--- src/wkstr_pkg.sv ---
package wkstr_pkg;

   localparam int DATA_W          = 32;
   localparam int MAX_STOPS_DEF   = 16;
   localparam int FRAC_BITS_DEF   = 16;
   localparam int CSR_IDX_W       = 3;
   localparam int STOP_COUNT_W    = 5;
   localparam int STOP_INDEX_W    = 4;
   localparam int LANES           = 4;

   localparam logic CMD_LOAD = 1'b0;
   localparam logic CMD_EVAL = 1'b1;

   typedef enum logic [CSR_IDX_W-1:0] {
      CSR_WEIGHT_X   = 3'd0,
      CSR_WEIGHT_Y   = 3'd1,
      CSR_WEIGHT_Z   = 3'd2,
      CSR_WEIGHT_W   = 3'd3,
      CSR_KEY_LOW    = 3'd4,
      CSR_KEY_HIGH   = 3'd5,
      CSR_STOP_COUNT = 3'd6
   } csr_idx_type;

   typedef logic [LANES-1:0][DATA_W-1:0] quad_type;

   typedef struct packed {
      logic                      cmd;
      logic [STOP_INDEX_W-1:0]   stop_index;
      logic signed [DATA_W-1:0]  lane_x;
      logic signed [DATA_W-1:0]  lane_y;
      logic signed [DATA_W-1:0]  lane_z;
      logic signed [DATA_W-1:0]  lane_w;
      logic signed [DATA_W-1:0]  old_x;
      logic signed [DATA_W-1:0]  old_y;
      logic signed [DATA_W-1:0]  old_z;
      logic signed [DATA_W-1:0]  old_w;
      logic signed [DATA_W-1:0]  mask_value;
   } req_type;

   typedef struct packed {
      logic signed [DATA_W-1:0]  res_x;
      logic signed [DATA_W-1:0]  res_y;
      logic signed [DATA_W-1:0]  res_z;
      logic signed [DATA_W-1:0]  res_w;
      logic                      wrote;
   } rsp_type;

   // sideband that rides along the divider
   typedef struct packed {
      logic    u_zero;
      logic    u_one;
      req_type req;
   } div_side_type;

   function automatic quad_type src_quad(input req_type r);
      src_quad = {r.lane_w, r.lane_z, r.lane_y, r.lane_x};
   endfunction

   function automatic quad_type old_quad(input req_type r);
      old_quad = {r.old_w, r.old_z, r.old_y, r.old_x};
   endfunction

   function automatic logic signed [DATA_W-1:0] sat32(input logic signed [39:0] v);
      if (v > 40'sd2147483647)
         sat32 = 32'sh7fffffff;
      else if (v < -40'sd2147483648)
         sat32 = 32'sh80000000;
      else
         sat32 = v[DATA_W-1:0];
   endfunction

endpackage

--- src/wkstr_div.sv ---
module wkstr_div #(
   parameter int QW = wkstr_pkg::FRAC_BITS_DEF,
   parameter int SW = 1
) (
   input  logic          clock,
   input  logic          reset,
   input  logic          in_valid,
   input  logic [31:0]   num,
   input  logic [31:0]   den,
   input  logic [SW-1:0] side_i,
   output logic          out_valid,
   output logic [QW-1:0] quo,
   output logic [SW-1:0] side_o
);

   // one quotient bit per stage, num < den keeps the remainder in 32 bits
   logic          v_ff    [QW];
   logic [31:0]   rem_ff  [QW];
   logic [31:0]   den_ff  [QW];
   logic [QW-1:0] q_ff    [QW];
   logic [SW-1:0] side_ff [QW];

   genvar k;
   generate
      for (k = 0; k < QW; k++) begin : g_stage
         logic          v_in;
         logic [31:0]   rem_src;
         logic [31:0]   den_src;
         logic [QW-1:0] q_src;
         logic [SW-1:0] side_src;
         logic [32:0]   r2;
         logic          ge;

         if (k == 0) begin : g_first
            assign v_in     = in_valid;
            assign rem_src  = num;
            assign den_src  = den;
            assign q_src    = '0;
            assign side_src = side_i;
         end else begin : g_next
            assign v_in     = v_ff[k-1];
            assign rem_src  = rem_ff[k-1];
            assign den_src  = den_ff[k-1];
            assign q_src    = q_ff[k-1];
            assign side_src = side_ff[k-1];
         end

         assign r2 = {rem_src, 1'b0};
         assign ge = (r2 >= {1'b0, den_src});

         always_ff @(posedge clock) begin
            if (reset) begin
               v_ff[k] <= 1'b0;
            end else begin
               v_ff[k] <= v_in;
            end
         end

         always_ff @(posedge clock) begin
            rem_ff[k]  <= ge ? 32'(r2 - {1'b0, den_src}) : r2[31:0];
            den_ff[k]  <= den_src;
            q_ff[k]    <= {q_src[QW-2:0], ge};
            side_ff[k] <= side_src;
         end
      end
   endgenerate

   assign out_valid = v_ff[QW-1];
   assign quo       = q_ff[QW-1];
   assign side_o    = side_ff[QW-1];

endmodule

--- config.mk ---
export PLATFORM = sky130hd
export DESIGN_NAME = wkstr_div
export DESIGN_NICKNAME = d
export VERILOG_FILES = /design/src/wkstr_pkg.sv /design/src/wkstr_div.sv
export SDC_FILE = /design/constraint.sdc
export NUM_CORES = 2
export LEC_CHECK = 0
export ABC_CLOCK_PERIOD_IN_PS = 4570
export BUFFER_PORTS_ARGS = -buffer_cell sky130_fd_sc_hd__buf_2
export CAP_MARGIN = 25
export CORE_MARGIN = 1
export CORE_UTILIZATION = 55
export CTS_BUF_LIST = sky130_fd_sc_hd__clkbuf_4 sky130_fd_sc_hd__clkbuf_8
export DETAILED_ROUTE_END_ITERATION = 10
export GPL_TIMING_DRIVEN = 0
export PLACE_DENSITY_LB_ADDON = 0.3
export SYNTH_ARGS = -nofsm -noshare
export SYNTH_HDL_FRONTEND = slang
export SYNTH_SLANG_ARGS = --single-unit
export TNS_END_PERCENT = 100
--- constraint.sdc ---
create_clock -name clock -period 4.57 [get_ports clock]
set_input_delay 0.2285 -clock clock [delete_from_list [all_inputs] [get_ports clock]]
set_output_delay 0.2285 -clock clock [all_outputs]
set_load 0.005 [all_outputs]
Word-level counts from Yosys, hierarchy flattened
Memory sizes are Yosys's and may differ from the RTL's.
Cells that the tools add are included.
- magnitude comparators: 16
- bitwise operators: 16
- $add $sub $neg: 16
- mux-type cells: 35
- operator list (kind ; count):
    $ge 33x32->1 ; 16
    $mux 32 ; 16
    $sub 32x32->32 ; 16
    $mux 1 ; 19
    $or 1x1->1 ; 16
- register bits: 0
- word-level logic and storage cells: 88
- input bits: 68
- memories: 5
- memory bits (writable): 1312
- output and inout bits: 18
- memory list (memory ; words ; width ; read ports ; clocked after memory_dff ; write ports ; RTL line ; source):
    den_ff ; 16 ; 32 ; 15 ; 0 ; 16 ; wkstr_div.sv:19 ; logic [31:0] den_ff [QW];
    rem_ff ; 16 ; 32 ; 15 ; 0 ; 16 ; wkstr_div.sv:18 ; logic [31:0] rem_ff [QW];
    q_ff ; 16 ; 16 ; 16 ; 0 ; 16 ; wkstr_div.sv:20 ; logic [QW-1:0] q_ff [QW];
    side_ff ; 16 ; 1 ; 16 ; 0 ; 16 ; wkstr_div.sv:21 ; logic [SW-1:0] side_ff [QW];
    v_ff ; 16 ; 1 ; 16 ; 0 ; 16 ; wkstr_div.sv:17 ; logic v_ff [QW];

Longest topological paths before layout
- depth after elaboration: 3
- mapped depth: 15

Worst setup path before layout
No wires, ideal clock.
- path type: reg2reg
- from: memory den_ff[5][1] (netlist: den_ff[0][161])
- to: memory rem_ff[6][4] (netlist: rem_ff[0][196])
- path buffers: 1
- path slack: 1.317 ns
- required time: 4.449 ns
- setup time: 0.121 ns
- cell stages (with the launch flop): 14
- arrival: 3.132 ns
- path through: dfxtp_1 inv_1 ha_1 nor2b_1 o31a_1 a211oi_1 nor4_1 a31oi_1 o21a_2 a21o_1 a21oi_2 a2111oi_4 buf_6 mux2_4
- RTL lines (item ; RTL line):
    start, declared ; wkstr_div.sv:19
    end, declared ; wkstr_div.sv:18

==> impl_metrics.toml <==
[setup_path]
crit_buf_inv = 3
critPathRequiredTime_ns = 5.27
cp.arrival_ns = 5.12
path_delay_family = "compound AO/OA/AOI/OAI gates"
critPathKind = "reg -> reg"
crit_path_end_kind = "flip-flop"
max_stage_delay_ns = 0.71
cpMaxStageDelayCell = "clkbuf_1"
crit_path_cell_trace = "inv_1, ha_1, o21ai_0, a21oi_1, o311ai_1, o211ai_1, a31oi_1, o22ai_1, a31o_2, clkbuf_1, clkbuf_1, a31oi_1"
path_max_fanout = 10
worstSetupStartpointType = "flip-flop"

[global_routing]
grt_pass1_wl_mm = 223
grt_pass1_vias = 43700
overflow = 0
antenna_found_initial = 4
grt_start_max_net_pins = 17
grt.total_usage = 0.281

[synth]
synth_ff_type = "dfxtp_1"
synthTopCellsByArea = "dfxtp_1 41%, ha_1 12%, inv_1 4.3%"
synth_warnings = 0
synth_fp_nets = 6601
ys_ff_latch = 1128
synthCells = 6007
synthDistinctLibCells = 96
synth_edf_count = 0
yosysTopAreaCellShare = 0.414
ys_async_sr_fraction = 0
synth_area_um2 = 54600
synth.avg_cell_area_um2 = 9.08
ys_seq_area_frac = 0.414
synth_top_area_cell = "dfxtp_1"

[drt]
drt_iter0_drc = 2355
ant_nets = 0
postRouteWirelength_mm = 141
remaining_drc_errors = 0
firstDrtPassIters = 5
vias_per_cell = 5.53
num_vias = 43400
wl_per_cell_um = 18.0

[floorplanning]
rows = 115
fp.dieW_um = 317
dieArea_um2 = 100000
start_util = 0.555
io_pins = 86
die_h_um = 317
core-area_um2 = 98300

[timing]
fin_ws_ns = 0.147
setup_viol = 0
tns_ns = 0
relSlewSlack = 0.244
tightest_slew_ns = 1.12
skew_ns = 0.0404
grt_setup_unrepaired = "false"
timing.final.crit_share = 0.968
final_hold_viol_count = 0
max_freq_ghz = 0.226
slew_viol_final = 0
period_minus_slack_ns = 4.42

[cts]
cts_buffer_depth = 3
clockRootBuffer = "clkbuf_8"
clock_sinks = 1128
clk_pin_slew_ns = 0.07
ctsHtreeMaxLevel = 4
insertion_delay_ns = 0.89
cts-buffers-inserted = 183
postCtsSetupBuffers = 0
cts_tree = "yes"

[min_path]
hp-class = "in -> reg"

[power]
netSwitchingFraction = 0.406
power_mw = 49.9
switchingPower_mw = 20.3
p_int_mw = 29.7
p_clk_frac = 0.200
p_per_area_nw_per_um2 = 805
ir_drop_mv = 0.423
pwr-share-comb = 0.506
leakage_nw = 29.3
pwr-share-seq = 0.295

[place]
post-dp-hpwl_mm = 111
portBuffers = 85
dp_slack_ns = -0.154
gp_congestion = 1.00
place_area_um2 = 56600

[flow_run]
cap_violations = 0

[layout]
syn2layout_area_growth_pct = 13.8
nets = 6981
drive_gt1_frac = 0.101
stdcell_area_um2 = 62100

[status]
status = "finished, final reports clean"
-- cell usage after synthesis (13+ instances only) --
library cell / n
a211o_1: 13
a211oi_1: 33
a21boi_0: 18
a21o_1: 293
a21oi_1: 462
a221oi_1: 17
a31o_2: 13
a31oi_1: 61
and2_1: 22
and3_1: 42
buf_2: 34
clkbuf_1: 104
dfxtp_1: 1128
fa_1: 15
ha_1: 511
inv_1: 627
mux2_2: 118
mux2_4: 20
nand2_1: 463
nand2b_1: 70
nand3_1: 80
nand4_1: 97
nor2_1: 311
nor2b_1: 106
nor3_1: 69
nor4_1: 22
o211ai_1: 17
o21a_1: 74
o21ai_0: 427
o21bai_1: 44
o31ai_1: 31
o41ai_1: 13
or3_1: 23
xnor2_1: 243
xor2_1: 172
-- logic make-up (layout without fill, tap and decap cells) --
family / after synthesis / count (layout) / synth area share
other cells: 0 / 2 / 0
compound gates: 1654 / 1654 / 0.191
xor+xnor: 415 / 415 / 0.0666
fa+ha+maj: 526 / 526 / 0.123
mux: 151 / 151 / 0.0324
buf+inv: 776 / 1314 / 0.0549
simple gates: 1357 / 1357 / 0.118
flops: 1128 / 1128 / 0.414
-- tightest hold or removal path: cells and delay by family --
kind | cells | cell delay (ns)
AOI/OAI and AO/OA | 3 | 0.52
buffers and inverters | 1 | 0.10
and+or+nand+nor | 1 | 0.05
-- final timing paths --
path         slack [ns]  cells after the start          start              to
max                0.15                     12  den_ff[1][66]  rem_ff[1][124]
max reg2reg        0.15                     12  den_ff[1][66]  rem_ff[1][124]
min                0.08                      5        num[31]   rem_ff[0][31]
min reg2reg        0.32                      0    q_ff[0][64]     q_ff[0][81]
-- power groups by stage --
stage	logic [mW]	registers [mW]	clock network, mW
6_report	25.3	14.7	9.98
3_5_place_dp	24.8	14.9	0
4_1_cts	25.1	14.7	10.2
5_1_grt	27.9	15.0	10.7
2_1_floorplan	19.1	14.2	0
3_3_place_gp	24.5	14.8	0
-- state kept, by name (all words and copies together) (netlist names) --
register and flops:
den_ff 480, q_ff 136, v_ff 16, rem_ff 480, side_ff 16
-- repair_timing --
| action | CTS | global route |
|---|---|---|
| gates resized for setup | 3 | 4 |
| pin swaps | 0 | 1 |
| hold buffers | 109 | 0 |
| hold endpoints to repair | 81 | 0 |
| setup endpoints to repair | 13 | 33 |
-- metrics by stage --
stage | util | hold WS, ns | cells
after detailed placement | 0.576 | 0.312 | 7380
after floorplan | - | 0.256 | 6007
after global placement | 0.576 | 0.310 | 7379
final | 0.632 | 0.0824 | 7834
after global routing | 0.632 | 0.0753 | 7834
after CTS | 0.632 | 0.0130 | 7832
-- final cells by class --
| cell class | instances | area, µm² |
|---|---|---|
| clock buffer | 270 | 3520 |
| tap | 1287 | 1610 |
| buffer | 148 | 637 |
| fill | 8364 | 36200 |
| multi-input combinational | 4103 | 29000 |
| clock inverter | 73 | 848 |
| inverter | 628 | 2360 |
| sequential | 1128 | 22600 |
| antenna | 2 | 5.00 |
| timing repair buffer | 195 | 1520 |
-- layout by cell type, fill, tap and decap left out, drive strengths merged, types with 129 or more instances in the layout --
cell type	count
dfxtp	1128
a21oi	464
clkbuf	375
inv	641
ha	511
mux2	143
nor2	311
o21ai	439
a21o	293
buf	129
xnor2	243
nand2	463
xor2	172
-- layer usage --
layer  vias to the layer above  GRT usage  share of wire
met4                         0      0.188          0.064
met5                         -          0              0
li1                      21700          -              -
met3                       416     0.0406          0.040
met2                      1144      0.529           0.52
met1                     20100      0.287           0.38
(Power assumes the default switching activity.)
